## src/rtl/ps2mc_pkg.sv

```systemverilog
// Shared types and constants for the PS/2 mouse packet cursor block.
// Used by ps2mc_packet, ps2mc_cursor and ps2_mouse_packet_cursor.
package ps2mc_pkg;

    localparam int unsigned COORD_W = 12;
    localparam int unsigned DELTA_W = 9;

    // Header byte bit positions
    localparam int unsigned SYNC_BIT   = 3;
    localparam int unsigned X_SIGN_BIT = 4;
    localparam int unsigned Y_SIGN_BIT = 5;
    localparam int unsigned Y_OVF_BIT  = 7;
    localparam int unsigned X_OVF_BIT  = 6;

    localparam logic [COORD_W-1:0] X_LIMIT_RST = 12'd1023;
    localparam logic [COORD_W-1:0] Y_LIMIT_RST = 12'd767;

    typedef enum logic [0:0] {
        CFG_X_LIMIT = 1'b0,
        CFG_Y_LIMIT = 1'b1
    } t_cfg_idx;

    // Packet event handed from the byte sequencer to the cursor unit
    typedef struct packed {
        logic                       applied;
        logic                       dropped;
        logic signed [DELTA_W-1:0]  dx;
        logic signed [DELTA_W-1:0]  dy;
    } t_pkt_evt;

endpackage

```

## src/rtl/ps2mc_packet.sv

```systemverilog
// Byte sequencer: finds the header, collects the delta bytes, flags the packet.
// Depends on ps2mc_pkg.
module ps2mc_packet import ps2mc_pkg::*; (
    input  logic       i_clk,
    input  logic       i_rst_n,
    input  logic       i_step,
    input  logic [7:0] i_rx_byte,
    output t_pkt_evt   o_evt
);

    typedef enum logic [2:0] {
        ST_HDR = 3'b001,
        ST_XD  = 3'b010,
        ST_YD  = 3'b100
    } t_phase;

    t_phase     r_phase, n_phase;
    logic [7:0] r_hdr, n_hdr;
    logic [7:0] r_xd, n_xd;

    always_comb begin
        n_phase       = r_phase;
        n_hdr         = r_hdr;
        n_xd          = r_xd;
        o_evt.applied = 1'b0;
        o_evt.dropped = 1'b0;
        o_evt.dx      = $signed({r_hdr[X_SIGN_BIT], r_xd});
        o_evt.dy      = $signed({r_hdr[Y_SIGN_BIT], i_rx_byte});
        unique case (r_phase)
            ST_HDR: begin
                // drop bytes without the sync bit
                if (i_rx_byte[SYNC_BIT]) begin
                    n_hdr   = i_rx_byte;
                    n_phase = ST_XD;
                end
            end
            ST_XD: begin
                n_xd    = i_rx_byte;
                n_phase = ST_YD;
            end
            ST_YD: begin
                n_phase = ST_HDR;
                if (r_hdr[Y_OVF_BIT] || r_hdr[X_OVF_BIT]) begin
                    o_evt.dropped = 1'b1;
                end else begin
                    o_evt.applied = 1'b1;
                end
            end
            default: begin
                n_phase = ST_HDR;
            end
        endcase
    end

    always_ff @(posedge i_clk) begin
        if (!i_rst_n) begin
            r_phase <= ST_HDR;
            r_hdr   <= '0;
            r_xd    <= '0;
        end else if (i_step) begin
            r_phase <= n_phase;
            r_hdr   <= n_hdr;
            r_xd    <= n_xd;
        end
    end

    a_ovf_drops: assert property (@(posedge i_clk) disable iff (!i_rst_n)
        (i_step && r_phase == ST_YD && (r_hdr[Y_OVF_BIT] || r_hdr[X_OVF_BIT]))
        |-> (o_evt.dropped && !o_evt.applied))
        else $error("overflow packet not dropped");

    a_flags_end_packet: assert property (@(posedge i_clk) disable iff (!i_rst_n)
        (i_step && (o_evt.applied || o_evt.dropped)) |=> (r_phase == ST_HDR))
        else $error("sequencer did not return to header after packet");

    a_hdr_synced: assert property (@(posedge i_clk) disable iff (!i_rst_n)
        (i_step && r_phase == ST_HDR && !i_rx_byte[SYNC_BIT]) |=> (r_phase == ST_HDR))
        else $error("byte without sync bit taken as header");

endmodule

```

## src/rtl/ps2mc_cursor.sv

```systemverilog
// Cursor position registers with clamped add of the packet deltas.
// Depends on ps2mc_pkg.
module ps2mc_cursor import ps2mc_pkg::*; (
    input  logic               i_clk,
    input  logic               i_rst_n,
    input  logic               i_step,
    input  t_pkt_evt           i_evt,
    input  logic [COORD_W-1:0] i_x_limit,
    input  logic [COORD_W-1:0] i_y_limit,
    output logic [COORD_W-1:0] o_pos_x,
    output logic [COORD_W-1:0] o_pos_y
);

    logic [COORD_W-1:0] r_pos_x, r_pos_y;
    logic signed [COORD_W+1:0] sum_x, sum_y;
    logic [COORD_W-1:0] clamp_x, clamp_y;

    assign sum_x = $signed({2'b00, r_pos_x}) + (COORD_W+2)'(i_evt.dx);
    // screen y grows downward
    assign sum_y = $signed({2'b00, r_pos_y}) - (COORD_W+2)'(i_evt.dy);

    always_comb begin
        if (sum_x[COORD_W+1]) begin
            clamp_x = '0;
        end else if (sum_x[COORD_W:0] > {1'b0, i_x_limit}) begin
            clamp_x = i_x_limit;
        end else begin
            clamp_x = sum_x[COORD_W-1:0];
        end
        if (sum_y[COORD_W+1]) begin
            clamp_y = '0;
        end else if (sum_y[COORD_W:0] > {1'b0, i_y_limit}) begin
            clamp_y = i_y_limit;
        end else begin
            clamp_y = sum_y[COORD_W-1:0];
        end
    end

    assign o_pos_x = i_evt.applied ? clamp_x : r_pos_x;
    assign o_pos_y = i_evt.applied ? clamp_y : r_pos_y;

    always_ff @(posedge i_clk) begin
        if (!i_rst_n) begin
            r_pos_x <= '0;
            r_pos_y <= '0;
        end else if (i_step) begin
            r_pos_x <= o_pos_x;
            r_pos_y <= o_pos_y;
        end
    end

    a_x_in_range: assert property (@(posedge i_clk) disable iff (!i_rst_n)
        (i_step && i_evt.applied) |=> (r_pos_x <= $past(i_x_limit)))
        else $error("cursor x above limit after packet");

    a_y_in_range: assert property (@(posedge i_clk) disable iff (!i_rst_n)
        (i_step && i_evt.applied) |=> (r_pos_y <= $past(i_y_limit)))
        else $error("cursor y above limit after packet");

    a_hold_unapplied: assert property (@(posedge i_clk) disable iff (!i_rst_n)
        (i_step && !i_evt.applied) |=> ($stable(r_pos_x) && $stable(r_pos_y)))
        else $error("cursor moved without an applied packet");

endmodule

```

## src/rtl/ps2_mouse_packet_cursor.sv

```systemverilog
// Top level of the PS/2 mouse packet cursor: input register, limit registers,
// result register. Depends on ps2mc_pkg, ps2mc_packet and ps2mc_cursor.

// Takes one mouse byte per cycle unless stalled and returns one result per byte: the
// cursor position after that byte plus applied/dropped flags for a completed packet.
// Each byte passes the byte register, then the result register; the sustained
// rate is one byte per clock while i_stall is low, set by the clamped cursor add.
// The byte register doubles as a skid stage, so one more byte is taken while a
// result is stalled. Limit writes are always ready and take effect on the next
// applied packet; write them only with no byte in flight.
module ps2_mouse_packet_cursor import ps2mc_pkg::*; (
    input  logic               i_clk,
    input  logic               i_rst_n,
    input  logic               i_valid,
    output logic               o_stall,
    input  logic [7:0]         i_rx_byte,
    output logic               o_valid,
    input  logic               i_stall,
    output logic [COORD_W-1:0] o_cursor_x,
    output logic [COORD_W-1:0] o_cursor_y,
    output logic               o_packet_applied,
    output logic               o_packet_dropped,
    input  logic               i_cfg_valid,
    output logic               o_cfg_ready,
    input  t_cfg_idx           i_cfg_index,
    input  logic [COORD_W-1:0] i_cfg_data
);

    logic               r_in_valid;
    logic [7:0]         r_in_byte;
    logic               r_out_valid;
    logic [COORD_W-1:0] r_x_limit, r_y_limit;
    logic [COORD_W-1:0] r_cursor_x, r_cursor_y;
    logic               r_applied, r_dropped;
    logic               advance, step;
    t_pkt_evt           evt;
    logic [COORD_W-1:0] pos_x, pos_y;

    assign advance     = !r_out_valid || !i_stall;
    assign step        = r_in_valid && advance;
    assign o_stall     = r_in_valid && !advance;
    assign o_cfg_ready = 1'b1;

    always_ff @(posedge i_clk) begin
        if (!i_rst_n) begin
            r_x_limit <= X_LIMIT_RST;
            r_y_limit <= Y_LIMIT_RST;
        end else if (i_cfg_valid) begin
            unique case (i_cfg_index)
                CFG_X_LIMIT: r_x_limit <= i_cfg_data;
                CFG_Y_LIMIT: r_y_limit <= i_cfg_data;
            endcase
        end
    end

    // byte register: load whenever it is empty or moving forward
    always_ff @(posedge i_clk) begin
        if (!i_rst_n) begin
            r_in_valid <= 1'b0;
        end else if (!o_stall) begin
            r_in_valid <= i_valid;
        end
    end

    always_ff @(posedge i_clk) begin
        if (!o_stall && i_valid) begin
            r_in_byte <= i_rx_byte;
        end
    end

    ps2mc_packet u_packet (
        .i_clk     (i_clk),
        .i_rst_n   (i_rst_n),
        .i_step    (step),
        .i_rx_byte (r_in_byte),
        .o_evt     (evt)
    );

    ps2mc_cursor u_cursor (
        .i_clk     (i_clk),
        .i_rst_n   (i_rst_n),
        .i_step    (step),
        .i_evt     (evt),
        .i_x_limit (r_x_limit),
        .i_y_limit (r_y_limit),
        .o_pos_x   (pos_x),
        .o_pos_y   (pos_y)
    );

    always_ff @(posedge i_clk) begin
        if (!i_rst_n) begin
            r_out_valid <= 1'b0;
        end else if (advance) begin
            r_out_valid <= r_in_valid;
        end
    end

    always_ff @(posedge i_clk) begin
        if (step) begin
            r_cursor_x <= pos_x;
            r_cursor_y <= pos_y;
            r_applied  <= evt.applied;
            r_dropped  <= evt.dropped;
        end
    end

    assign o_valid          = r_out_valid;
    assign o_cursor_x       = r_cursor_x;
    assign o_cursor_y       = r_cursor_y;
    assign o_packet_applied = r_applied;
    assign o_packet_dropped = r_dropped;

    a_step_gives_result: assert property (@(posedge i_clk) disable iff (!i_rst_n)
        step |=> r_out_valid)
        else $error("processed byte produced no result");

    a_stall_only_when_full: assert property (@(posedge i_clk) disable iff (!i_rst_n)
        o_stall |-> (r_in_valid && r_out_valid && i_stall))
        else $error("input stalled with room in the pipeline");

    a_flags_exclusive: assert property (@(posedge i_clk) disable iff (!i_rst_n)
        r_out_valid |-> !(r_applied && r_dropped))
        else $error("packet both applied and dropped");

endmodule

```

## config.mk

```make
export PLATFORM = sky130hd
export DESIGN_NAME = ps2_mouse_packet_cursor
export DESIGN_NICKNAME = d
export VERILOG_FILES = /design/src/rtl/ps2mc_pkg.sv /design/src/rtl/ps2mc_packet.sv /design/src/rtl/ps2mc_cursor.sv /design/src/rtl/ps2_mouse_packet_cursor.sv
export SDC_FILE = /design/constraint.sdc
export NUM_CORES = 1
export LEC_CHECK = 0
export BUFFER_PORTS_ARGS = -buffer_cell sky130_fd_sc_hd__clkbuf_2
export CELL_PAD_IN_SITES_DETAIL_PLACEMENT = 1
export CELL_PAD_IN_SITES_GLOBAL_PLACEMENT = 1
export CORE_MARGIN = 1
export CORE_UTILIZATION = 42
export DETAILED_ROUTE_END_ITERATION = 8
export GPL_TIMING_DRIVEN = 0
export PLACE_DENSITY = 0.89
export REMOVE_ABC_BUFFERS = 1
export SLEW_MARGIN = 5
export SYNTH_ARGS = -nofsm -noshare
export SYNTH_HDL_FRONTEND = slang
export SYNTH_SLANG_ARGS = --single-unit
```

## constraint.sdc

```tcl
create_clock -name i_clk -period 3.8 [get_ports i_clk]
set_input_delay 0.19 -clock i_clk [delete_from_list [all_inputs] [get_ports i_clk]]
set_output_delay 0.19 -clock i_clk [all_outputs]
set_load 0.02 [all_outputs]
```

==> implementation parameters, run 1 <==
Parameter                              Value

CTS
  CTS buffer count    9
  Maximum root-to-sink buffer count    2
  Total number of H-tree levels    3
  Clk Latency, worst-skew pair    0.36 ns
  CTS sink count    99
  Clock slew at reported path FFs    0.07 ns
  Clock tree from TritonCTS    done
  CTS Hold Bufs    0
  Cell at the root of the clock tree    sky130_fd_sc_hd__clkbuf_16

Synth
  Flip-flop and latch count after synthesis    99
  Fraction of the mapped netlist area in compound gates    0.2043
  Top cell type by total area after synthesis    sky130_fd_sc_hd__dfxtp_1
  Post-Synth Simple-Gate Area    0.1640
  Combinational family with the most area after synthesis    compound AO/OA/AOI/OAI gates
  Fraction of registers with async set or reset after synthesis    0
  Proportion of netlist area held by the largest area contributor    0.2195
  Synth unique cells    74
  Mean post-synth cell area    9.304 sq um
  Xor and xnor fraction of the mapped netlist area    0.03040
  Sequential cell area fraction in the yosys report    0.3918
  Area of the mapped netlist    5927 sq um
  Synthesized instance count    637
  Synthesized-area fraction occupied by adder cells    0.1123
  Primary flip-flop cell chosen by synthesis mapping    sky130_fd_sc_hd__dfxtp_1
  Dominant cells by area after synthesis    sky130_fd_sc_hd__dfxtp_1 22%, sky130_fd_sc_hd__edfxtp_1 17%, sky130_fd_sc_hd__ha_1 11%, sky130_fd_sc_hd__nand2_1 5.8%, sky130_fd_sc_hd__mux2i_1 3.5%
  Yosys warning total    0
  Post-synthesis mux area share    0.04307
  Post-synth EDFFs    34

Status
  Outcome    finished with violations
  Violations in the final reports    negative setup slack

Final layout
  Area delta synth->final    27.42%
  Finished Layout Cells    909
  Final #Nets    802
  FF/Latch Area    2330 sq um
  Fraction of layout instances using a drive strength above 1    0.2894
  Total of fill cells in the finished design    1541
  Final cell utilization of the core    0.5462
  Area used by multi-input combinational logic    3855 sq um
  Antenna fix cells    0

Floorplan
  Initial Utilization    0.4286
  IO Count    55
  Standard cell core area    13830 sq um
  Floorplan die width    120.8 um
  Floorplan die area    14590 sq um
  Number of core rows    43
  Die Height    120.8 um

Detailed routing
  Iteration-0 DRC count of the detailed router    401
  Routed Wire Length    21810 um
  Number of nets with antenna violations after routing    0
  Via density    6.253
  Drt pass-1 iters    4
  DRC viols    0
  Vias after detailed routing    5684
  Routed length per instance    23.99 um

STA
  Number of hold-slack violations in the final timing report    0
  TNS Setup    -1.863 ns
  Slack of the critical path    -0.1637 ns
  Headroom to the max-slew limit    0.1881
  Final Critical Period    3.964 ns
  RSZ-0062 raised after global routing    true
  Hold WS    0.005417 ns
  Max frequency    252.3 MHz
  Actual slew at the worst max-slew pin    1.209 ns
  Post-route fraction of the period consumed by the critical path    1.043
  Setup clock skew after layout    0.009958 ns
  Final Max Slew Viols    0
  Final setup violation count    22

Global routing
  Pin count of the biggest net entering global routing    44
  GRT Util Overall    0.2790
  Remaining global-route overflow    0
  Global-route wire length before repair    30980 um
  Vias in the first global route    5829
  Initial antenna violation count    0

Worst setup path
  Required time of the critical path    3.88 ns
  Worst path top cell family by delay    compound AO/OA/AOI/OAI gates
  Largest fanout on the critical path    6
  R2R setup slack    -0.16 ns
  Setup CP Type    flop to flop
  Total number of cells along the worst setup path    17
  Bufs and invs on worst path    2
  Arrival @ worst endpoint    4.04 ns
  Critical path's slowest cell    sky130_fd_sc_hd__or4_1
  Critical Path Start Type    flop
  Type of element capturing the critical path    flop
  Worst stage delay on the critical path    0.43 ns
  Cell Chain, Critical Path    ha_4 > inv_2 > fa_2 > nor2b_4 > o31ai_4 > a21oi_2 > or4_1 > o211ai_1 > ha_1 > a21o_1 > a21oi_2 > o211ai_1 > o21ai_2 > buf_4 > nand3_4 > mux2i_4 > o21ai_1
  Length in cells of the worst reg-to-reg path    17

Hold path
  Worst hold path cell count    1
  Worst hold path type    primary input to flop

Placement
  Post-place setup slack    -0.6920 ns
  HPWL reported at the end of detailed placement    12450 um
  Post-Place Cells    849
  IO buf count    53
  Weighted congestion at the end of routability-driven global placement    0.9010

Run
  # Max-Cap Violations    0

Pwr
  Pwr/cell area    331.2 nW/um^2
  Maximum resistive drop on vdd    0.2093 mV
  Lkg Pwr    3.035 nW
==> stage by stage <==
stage          power, mW  instance area (sq um)
6_report           2.501                   7552
5_1_grt            2.570                   7552
4_1_cts            2.420                   7101
3_5_place_dp       1.428                   6332
3_3_place_gp       1.409                   6300
2_1_floorplan      1.332                   5809
==> synthesized netlist by cell type, types with 3 or more instances <==
cell type / number
sky130_fd_sc_hd__nand2_1: 91
sky130_fd_sc_hd__dfxtp_1: 65
sky130_fd_sc_hd__inv_1: 52
sky130_fd_sc_hd__ha_1: 50
sky130_fd_sc_hd__edfxtp_1: 34
sky130_fd_sc_hd__a21oi_1: 25
sky130_fd_sc_hd__o21ai_0: 23
sky130_fd_sc_hd__nor2_1: 22
sky130_fd_sc_hd__o211ai_1: 22
sky130_fd_sc_hd__mux2i_1: 21
sky130_fd_sc_hd__nor2b_1: 18
sky130_fd_sc_hd__clkbuf_1: 17
sky130_fd_sc_hd__o21ai_1: 17
sky130_fd_sc_hd__nand4_1: 14
sky130_fd_sc_hd__xnor2_1: 13
sky130_fd_sc_hd__o311ai_1: 12
sky130_fd_sc_hd__nor3_1: 10
sky130_fd_sc_hd__o21a_1: 9
sky130_fd_sc_hd__o31ai_1: 9
sky130_fd_sc_hd__a21boi_0: 7
sky130_fd_sc_hd__nand3_1: 7
sky130_fd_sc_hd__a211oi_1: 5
sky130_fd_sc_hd__a21o_1: 5
sky130_fd_sc_hd__and2_1: 5
sky130_fd_sc_hd__nand2b_1: 5
sky130_fd_sc_hd__a221o_1: 4
sky130_fd_sc_hd__a22o_1: 4
sky130_fd_sc_hd__buf_4: 3
sky130_fd_sc_hd__nor2_2: 3
sky130_fd_sc_hd__o22ai_1: 3
sky130_fd_sc_hd__xnor2_2: 3
==> state kept, by name, summed over array words and instances, names as in the netlist, 4 cells and up <==
| name | cells |
|---|---|
| r_y_limit | 12 |
| r_in_byte | 8 |
| o_cursor_y | 12 |
| u_cursor.r_pos_y | 12 |
| u_packet.r_xd | 8 |
| u_cursor.r_pos_x | 12 |
| r_x_limit | 12 |
| u_packet.r_hdr | 4 |
| o_cursor_x | 12 |
==> logic make-up after synthesis <==
group	Yosys count
other	1
and+or+nand+nor	198
DFF	99
adders and majority gates	52
muxes	23
buffers and inverters	76
xor gates and xnor gates	18
AOI/OAI and AO/OA	170
==> metal layers <==
layer | up-vias | part of all wire | routed length (um) | global-route usage
li1 | 2495 | - | - | -
met1 | 2798 | 0.37 | 8097 | 0.3216
met2 | 283 | 0.51 | 11060 | 0.4878
met3 | 108 | 0.062 | 1343 | 0.05283
met4 | 0 | 0.060 | 1314 | 0.1489
met5 | - | 0 | 0 | 0
==> where the power goes <==
group          total, mW  internal (mW)  switching [mW]
Clock              0.965          0.549           0.416
Combinational      0.382          0.159           0.222
Sequential          1.16           1.13          0.0280
==> cell usage in the layout (no fill, tap or decap), drive strengths merged, types with 4 or more instances in the layout <==
cell type	Yosys	layout
nand2	92	92
mux2i	23	23
dfxtp	65	65
nand2b	5	5
o21a	9	9
o21ai	40	40
a21oi	25	25
xnor2	16	16
a21o	6	6
nand4	14	14
inv	53	52
nand3	8	9
ha	50	50
nor3	10	10
edfxtp	34	34
nor2	25	25
a22o	4	4
nor2b	18	18
a211oi	6	6
buf	6	45
o31ai	9	9
o211ai	24	24
o311ai	13	13
and2	5	5
a221o	4	4
clkbuf	17	65
a21boi	8	8
==> final cells by class <==
cell class,count,share of cell area
clock buffers,12,0.03413
well taps,180,0.02982
flip-flops and latches,99,0.3085
inverters,53,0.02684
clock inverters,4,0.006296
repair buffers,98,0.08400
multi-input cells,463,0.5104
==> worst register-to-register path: stages, from the launching register on <==
cell and delay (ns):
sky130_fd_sc_hd__dfxtp_2 0.35, sky130_fd_sc_hd__ha_4 0.16, sky130_fd_sc_hd__inv_2 0.05, sky130_fd_sc_hd__fa_2 0.23
sky130_fd_sc_hd__nor2b_4 0.06, sky130_fd_sc_hd__o31ai_4 0.31, sky130_fd_sc_hd__a21oi_2 0.12, sky130_fd_sc_hd__or4_1 0.43
sky130_fd_sc_hd__o211ai_1 0.17, sky130_fd_sc_hd__ha_1 0.31, sky130_fd_sc_hd__a21o_1 0.18, sky130_fd_sc_hd__a21oi_2 0.19
sky130_fd_sc_hd__o211ai_1 0.15, sky130_fd_sc_hd__o21ai_2 0.23, sky130_fd_sc_hd__buf_4 0.17, sky130_fd_sc_hd__nand3_4 0.21
sky130_fd_sc_hd__mux2i_4 0.29, sky130_fd_sc_hd__o21ai_1 0.08
==> final timing paths <==
kind,start,endpoint
max,u_cursor.r_pos_x[0]$_SDFFE_PN0P_,o_cursor_x[4]$_DFFE_PP_
min,i_rx_byte[7],r_in_byte[7]$_DFFE_PP_
max reg2reg,u_cursor.r_pos_x[0]$_SDFFE_PN0P_,o_cursor_x[4]$_DFFE_PP_
min reg2reg,u_cursor.r_pos_x[6]$_SDFFE_PN0P_,u_cursor.r_pos_x[6]$_SDFFE_PN0P_
==> what timing repair did <==
item | in CTS | in global routing
gates cloned | 1 | 0
buffers inserted | 18 | 25
gates resized for setup | 69 | 45
pin swaps | 23 | 41
endpoints found under the setup margin | 48 | 38
Note: power is estimated with default switching activity, not from simulation.
==> run 2, diff against run 1 <==
Settings changed: PLACE_DENSITY 0.89 to unset, PLACE_DENSITY_LB_ADDON set to 0.05, SYNTH_HIERARCHICAL set to 1.
==> run 2 against run 1 <==
The flow still finishes with violations (negative setup slack). Maximum frequency up 0.61%. Sequential share of layout area is 0.19 points lower. Critical path type unchanged. Hold slack better by 0.013 ns. Sequential power about the same. Flip-flop and latch count did not move. Cell area increased by 0.88%. Clock power fell by 2.7%.
==> implementation parameters, run 2 <==
Parameter                              Value

Worst setup path
  Reg-to-Reg Start    u_packet/r_xd[0]$_SDFFE_PN0P_
  Type of element capturing the critical path    flop
  Critical Path Start Type    flop
  Launch point of the worst path    u_packet/r_xd[0]$_SDFFE_PN0P_
  Termination of the worst setup path    o_cursor_x[8]$_DFFE_PP_
  Length in cells of the worst reg-to-reg path    19
  Reg-to-reg critical path endpoint    o_cursor_x[8]$_DFFE_PP_
  Setup CP Type    flop to flop
  Largest fanout on the critical path    6
  Required time of the critical path    3.87 ns
  R2R setup slack    -0.14 ns
  Arrival @ worst endpoint    4.01 ns

Floorplan
  Floorplan die width    121.3 um
  Die Height    121.3 um
  Floorplan die area    14700 sq um
  Initial Utilization    0.4303
  Number of core rows    43
  Standard cell core area    13880 sq um
  IO Count    55

Synth
  Synth unique cells    56
  Leading post-synthesis cells by instance count    84 x sky130_fd_sc_hd__inv_1, 65 x sky130_fd_sc_hd__dfxtp_1, 50 x sky130_fd_sc_hd__ha_1
  Fraction of registers with async set or reset after synthesis    0
  Leading cell type by number of instances after synthesis    sky130_fd_sc_hd__inv_1
  Dominant cells by area after synthesis    sky130_fd_sc_hd__dfxtp_1 22%, sky130_fd_sc_hd__edfxtp_1 17%, sky130_fd_sc_hd__ha_1 10%, sky130_fd_sc_hd__mux2i_1 6.9%, sky130_fd_sc_hd__inv_1 5.3%
  Yosys warning total    6
  Flip-flop and latch count after synthesis    99
  Area of the mapped netlist    5973 sq um
  Primary flip-flop cell chosen by synthesis mapping    sky130_fd_sc_hd__dfxtp_1
  Sequential cell area fraction in the yosys report    0.3888
  Synthesized instance count    629
  Top cell type by total area after synthesis    sky130_fd_sc_hd__dfxtp_1
  Mean post-synth cell area    9.496 sq um
  Proportion of netlist area held by the largest area contributor    0.2178
  Post-synth EDFFs    34

Global routing
  Vias in the first global route    4879
  Global-route wire length before repair    25810 um
  GRT Util Overall    0.2349
  Pin count of the biggest net entering global routing    52
  Remaining global-route overflow    0
  Initial antenna violation count    0

Pwr
  Pwr/cell area    324.2 nW/um^2
  Maximum resistive drop on vdd    0.2272 mV
  Lkg Pwr    3.229 nW

CTS
  Cell at the root of the clock tree    sky130_fd_sc_hd__clkbuf_16
  CTS buffer count    9
  Clock tree from TritonCTS    done
  Total number of H-tree levels    3
  Clock slew at reported path FFs    0.07 ns
  Maximum root-to-sink buffer count    2
  CTS sink count    99
  Clk Latency, worst-skew pair    0.35 ns

Hold path
  Worst hold path cell count    1
  Worst hold path type    primary input to flop

Status
  Violations in the final reports    negative setup slack
  Outcome    finished with violations

Detailed routing
  Iteration-0 DRC count of the detailed router    257
  Number of nets with antenna violations after routing    0
  Via density    5.456
  Routed Wire Length    17040 um
  Vias after detailed routing    4845
  DRC viols    0
  Routed length per instance    19.19 um
  Drt pass-1 iters    4

STA
  Setup clock skew after layout    0.008014 ns
  Post-route fraction of the period consumed by the critical path    1.037
  Final setup violation count    14
  Number of hold-slack violations in the final timing report    0
  Hold WS    0.01851 ns
  Final Critical Period    3.940 ns
  Final Max Slew Viols    0
  Max frequency    253.8 MHz
  Slack of the critical path    -0.1397 ns
  RSZ-0062 raised after global routing    true
  TNS Setup    -1.560 ns
  Actual slew at the worst max-slew pin    1.229 ns
  Headroom to the max-slew limit    0.1809

Run
  # Max-Cap Violations    0

Final layout
  Commonest non-fill, non-tap cell in the layout    sky130_fd_sc_hd__inv_1
  Area delta synth->final    27.55%
  Final #Nets    781
  Commonest cells after routing, fill and taps aside    82 x sky130_fd_sc_hd__inv_1, 58 x sky130_fd_sc_hd__dfxtp_1, 53 x sky130_fd_sc_hd__clkbuf_2
  Final cell utilization of the core    0.5489
  Fraction of layout instances using a drive strength above 1    0.3319
  Finished Layout Cells    888
  Antenna fix cells    0

Placement
  IO buf count    53
  Post-Place Cells    832
  Weighted congestion at the end of routability-driven global placement    0.8641
  HPWL reported at the end of detailed placement    11590 um
-- run 2: cell count changes after synthesis, sizes merged, moves of 8 or more --
cell / previous run / this run
o21ai: 40 / 48
nand4: 14 / 5
nand3b: 2 / 10
inv: 53 / 84
nand2: 92 / 50
mux2i: 23 / 41
buf: 6 / 23
o22ai: 3 / 27
nand3: 8 / 18
o311ai: 13 / 0
-- run 2: routing by layer --
metal	wire [um]	part of all wire	track usage	vias up
li1	-	-	-	2347
met4	321	0.019	0.08951	0
met3	579	0.034	0.03242	19
met5	0	0	0	-
met1	7915	0.46	0.3214	2391
met2	8225	0.48	0.3750	88
-- run 2: report_power, final --
| group | internal, mW | switching, mW | total, mW |
|---|---|---|---|
| sequential | 1.13 | 0.0383 | 1.17 |
| clock | 0.516 | 0.423 | 0.939 |
| combinational | 0.171 | 0.195 | 0.366 |
| total | 1.81 | 0.656 | 2.47 |
-- run 2: layout make-up --
cell class              instances  area, sq um
inverters                      84        315.3
fillers                      1528         6262
repair buffers                 97        678.2
flip-flops and latches         99         2336
clock buffers                   9        225.2
well taps                     180        225.2
clock inverters                 7        73.82
multi-input cells             412         3765
-- run 2: worst min path at each step --
stage | startpoint | endpoint
final | i_rx_byte[6] | r_in_byte[6]$_DFFE_PP_
after global routing | i_rx_byte[7] | r_in_byte[7]$_DFFE_PP_
after CTS | i_rx_byte[6] | r_in_byte[6]$_DFFE_PP_
after detailed placement | i_rx_byte[4] | r_in_byte[4]$_DFFE_PP_
after global placement | i_rx_byte[4] | r_in_byte[4]$_DFFE_PP_
after floorplan | i_rst_n | r_x_limit[0]$_SDFFE_PN1P_
-- run 2: per-stage QoR --
step	total power, mW	worst slack, ns	instance area (sq um)
5_1_grt	2.563	-0.3392	7619
2_1_floorplan	1.339	-0.4774	5751
6_report	2.470	-0.1397	7619
3_3_place_gp	1.429	-4.332	6241
3_5_place_dp	1.442	-1.049	6319
4_1_cts	2.439	-0.2069	7181
-- run 2: cell families (layout without fill, tap and decap cells) --
logic type,after synthesis,count (layout),synth area share
buffers and inverters,118,197,0.09007
adder cells (fa/ha/maj),52,52,0.1114
AO/OA/AOI/OAI,149,149,0.1734
multiplexers,41,41,0.06870
other,1,1,0.0006278
AND/OR/NAND/NOR,149,149,0.1376
flip-flops,99,99,0.3888
XOR/XNOR,20,20,0.02933
-- run 2: worst max-delay path, stage by stage (launching register included) --
cell                        delay (ns)
sky130_fd_sc_hd__dfxtp_2          0.36
sky130_fd_sc_hd__ha_4             0.15
sky130_fd_sc_hd__inv_2            0.04
sky130_fd_sc_hd__fa_2             0.36
sky130_fd_sc_hd__nor2b_4          0.14
sky130_fd_sc_hd__o31a_4           0.16
sky130_fd_sc_hd__nor3_2           0.05
sky130_fd_sc_hd__o21ai_2          0.23
sky130_fd_sc_hd__xor2_2           0.22
sky130_fd_sc_hd__ha_1             0.27
sky130_fd_sc_hd__and2_4           0.16
sky130_fd_sc_hd__a221o_1          0.33
sky130_fd_sc_hd__a21oi_2          0.12
sky130_fd_sc_hd__a31oi_1          0.06
sky130_fd_sc_hd__o41ai_2          0.07
sky130_fd_sc_hd__nor4b_4          0.27
sky130_fd_sc_hd__buf_4            0.16
sky130_fd_sc_hd__clkbuf_16        0.16
sky130_fd_sc_hd__mux2i_4          0.27
sky130_fd_sc_hd__o22ai_1          0.10
-- run 2: repair_timing --
item / CTS / global route
gates cloned: 2 / 0
buffers inserted: 21 / 18
pin swaps: 34 / 40
gates resized for setup: 74 / 65
hold endpoints to repair: 1 / 0
hold buffers: 1 / 0
setup endpoints to repair: 48 / 48
==> run 3, diff against run 2 <==
Settings changed: SETUP_SLACK_MARGIN set to 0.05.
==> run 3 against run 2 <==
Critical path depth fell by 2. Critical path type unchanged. Clock-buffer cell count did not move. Maximum frequency fell by 1.6%. Critical endpoint unchanged. The flow still finishes with violations (negative setup slack). Flip-flop and latch count did not move.
==> implementation parameters, run 3 (synthesis results as in run 2) <==
Parameter                              Value

Final layout
  Area delta synth->final    30.73%
  Final #Nets    782
  Antenna fix cells    0
  Fraction of layout instances using a drive strength above 1    0.3583
  Commonest cells after routing, fill and taps aside    82 x sky130_fd_sc_hd__inv_1, 58 x sky130_fd_sc_hd__dfxtp_1, 53 x sky130_fd_sc_hd__clkbuf_2
  Final cell utilization of the core    0.5626
  Commonest non-fill, non-tap cell in the layout    sky130_fd_sc_hd__inv_1

Global routing
  Most congested layer reported by global routing    met2
  GRT Util Overall    0.2369
  Global-route wire length before repair    25990 um
  Met3 usage    0.03336
  Pin count of the biggest net entering global routing    52
  Vias in the first global route    4880
  Grt met1 use    0.3259
  Remaining global-route overflow    0
  Grt met2 use    0.3764
  Initial antenna violation count    0

Detailed routing
  Number of nets with antenna violations after routing    0
  Drt pass-1 iters    4
  Routed Wire Length    17410 um
  Vias after detailed routing    4849
  Routed length per instance    19.59 um
  Iteration-0 DRC count of the detailed router    255
  DRC viols    0
  Via density    5.454

STA
  Post-route fraction of the period consumed by the critical path    1.054
  Actual slew at the worst max-slew pin    1.217 ns
  Number of hold-slack violations in the final timing report    0
  Max frequency    249.7 MHz
  Slack of the critical path    -0.2044 ns
  Hold WS    0.02022 ns
  Headroom to the max-slew limit    0.1888
  Final Critical Period    4.004 ns
  RSZ-0062 raised after global routing    true
  Final Max Slew Viols    0
  Setup clock skew after layout    0.007262 ns
  Final setup violation count    33

Floorplan
  Number of core rows    43
  Die Height    121.3 um
  Standard cell core area    13880 sq um
  Floorplan die area    14700 sq um
  IO Count    55
  Initial Utilization    0.4303
  Floorplan die width    121.3 um

CTS
  Cell at the root of the clock tree    sky130_fd_sc_hd__clkbuf_16
  Clock tree from TritonCTS    done
  Total number of H-tree levels    3
  Maximum root-to-sink buffer count    2
  Clk Latency, worst-skew pair    0.35 ns
  CTS sink count    99
  CTS buffer count    9
  Clock slew at reported path FFs    0.07 ns

Placement
  Post-place setup slack    -1.049 ns
  Weighted congestion at the end of routability-driven global placement    0.8641
  HPWL reported at the end of detailed placement    11590 um
  IO buf count    53

Pwr
  Combinational share of power    0.154
  Internal power    1.821 mW
  Total Power    2.483 mW
  Sequential fraction of design power    0.470
  Pwr/cell area    318.0 nW/um^2
  Lkg Pwr    3.272 nW
  Portion of total power attributed to the clock network    0.376
  Sw power    0.6618 mW
  Maximum resistive drop on vdd    0.2320 mV
  Fraction of power spent switching nets    0.2666

Worst setup path
  Setup CP Type    flop to flop
  Required time of the critical path    3.86 ns
  Type of element capturing the critical path    flop
  Arrival @ worst endpoint    4.07 ns
  Critical Path Start Type    flop
  Largest fanout on the critical path    6

Status
  Outcome    finished with violations
  Violations in the final reports    negative setup slack

Run
  # Max-Cap Violations    0

Hold path
  Worst hold path type    primary input to flop
run 3: final timing paths:
path | startpoint | to | slack, ns | cells after the start
worst max register to register | u_cursor/r_pos_x[0]$_SDFFE_PN0P_ | o_cursor_x[8]$_DFFE_PP_ | -0.20 | 17
worst min register to register | u_cursor/r_pos_y[11]$_SDFFE_PN0P_ | u_cursor/r_pos_y[11]$_SDFFE_PN0P_ | 0.46 | 2
worst max-delay path | u_cursor/r_pos_x[0]$_SDFFE_PN0P_ | o_cursor_x[8]$_DFFE_PP_ | -0.20 | 17
worst min-delay path | i_rx_byte[6] | r_in_byte[6]$_DFFE_PP_ | 0.02 | 1
run 3: worst max-delay path, stage by stage (launching register included):
cell                        delay [ns]
sky130_fd_sc_hd__dfxtp_4          0.36
sky130_fd_sc_hd__ha_4             0.16
sky130_fd_sc_hd__buf_6            0.11
sky130_fd_sc_hd__a211oi_4         0.20
sky130_fd_sc_hd__o21bai_2         0.12
sky130_fd_sc_hd__a21oi_2          0.20
sky130_fd_sc_hd__o211ai_1         0.13
sky130_fd_sc_hd__a21oi_2          0.21
sky130_fd_sc_hd__xor2_2           0.21
sky130_fd_sc_hd__ha_1             0.29
sky130_fd_sc_hd__buf_4            0.15
sky130_fd_sc_hd__a221o_1          0.35
sky130_fd_sc_hd__o41ai_2          0.25
sky130_fd_sc_hd__nor4b_4          0.27
sky130_fd_sc_hd__buf_4            0.16
sky130_fd_sc_hd__clkbuf_16        0.17
sky130_fd_sc_hd__mux2i_4          0.27
sky130_fd_sc_hd__o22ai_1          0.10
run 3: cell type report:
type	instances	area [sq um]
clock buffers	9	225.2
inverters	84	315.3
well taps	180	225.2
multi-input cells	412	3908
repair buffers	98	725.7
clock inverters	7	73.82
fillers	1505	6072
flip-flops and latches	99	2336
run 3: power by group through the flow:
stage,Combinational [mW],Clock [mW],Sequential (mW)
detailed placement,0.258,0,1.18
global route,0.409,0.997,1.17
finish,0.381,0.935,1.17
global placement,0.245,0,1.18
CTS,0.319,0.964,1.16
floorplan,0.154,0,1.18
run 3: repair_timing:
item / in CTS / in global routing
gates cloned: 2 / 0
resized for setup: 80 / 94
pin swaps: 37 / 56
setup endpoints to repair: 48 / 48
hold endpoints to repair: 1 / 0
buffers inserted: 21 / 17
hold buffers: 1 / 0
run 3: stage by stage:
| stage | TNS, ns | instance area [sq um] | instances |
|---|---|---|---|
| 6_report | -3.410 | 7809 | 889 |
| 5_1_grt | -9.586 | 7809 | 889 |
| 4_1_cts | -2.927 | 7232 | 872 |
| 3_5_place_dp | -40.61 | 6319 | 832 |
| 3_3_place_gp | -206.58 | 6241 | 828 |
| 2_1_floorplan | -15.43 | 5751 | 595 |
run 3: routing by layer:
metal  vias up  part of all wire
met4         0             0.017
met1      2388              0.46
li1       2348                 -
met3        15             0.038
met2        98              0.48
met5         -                 0
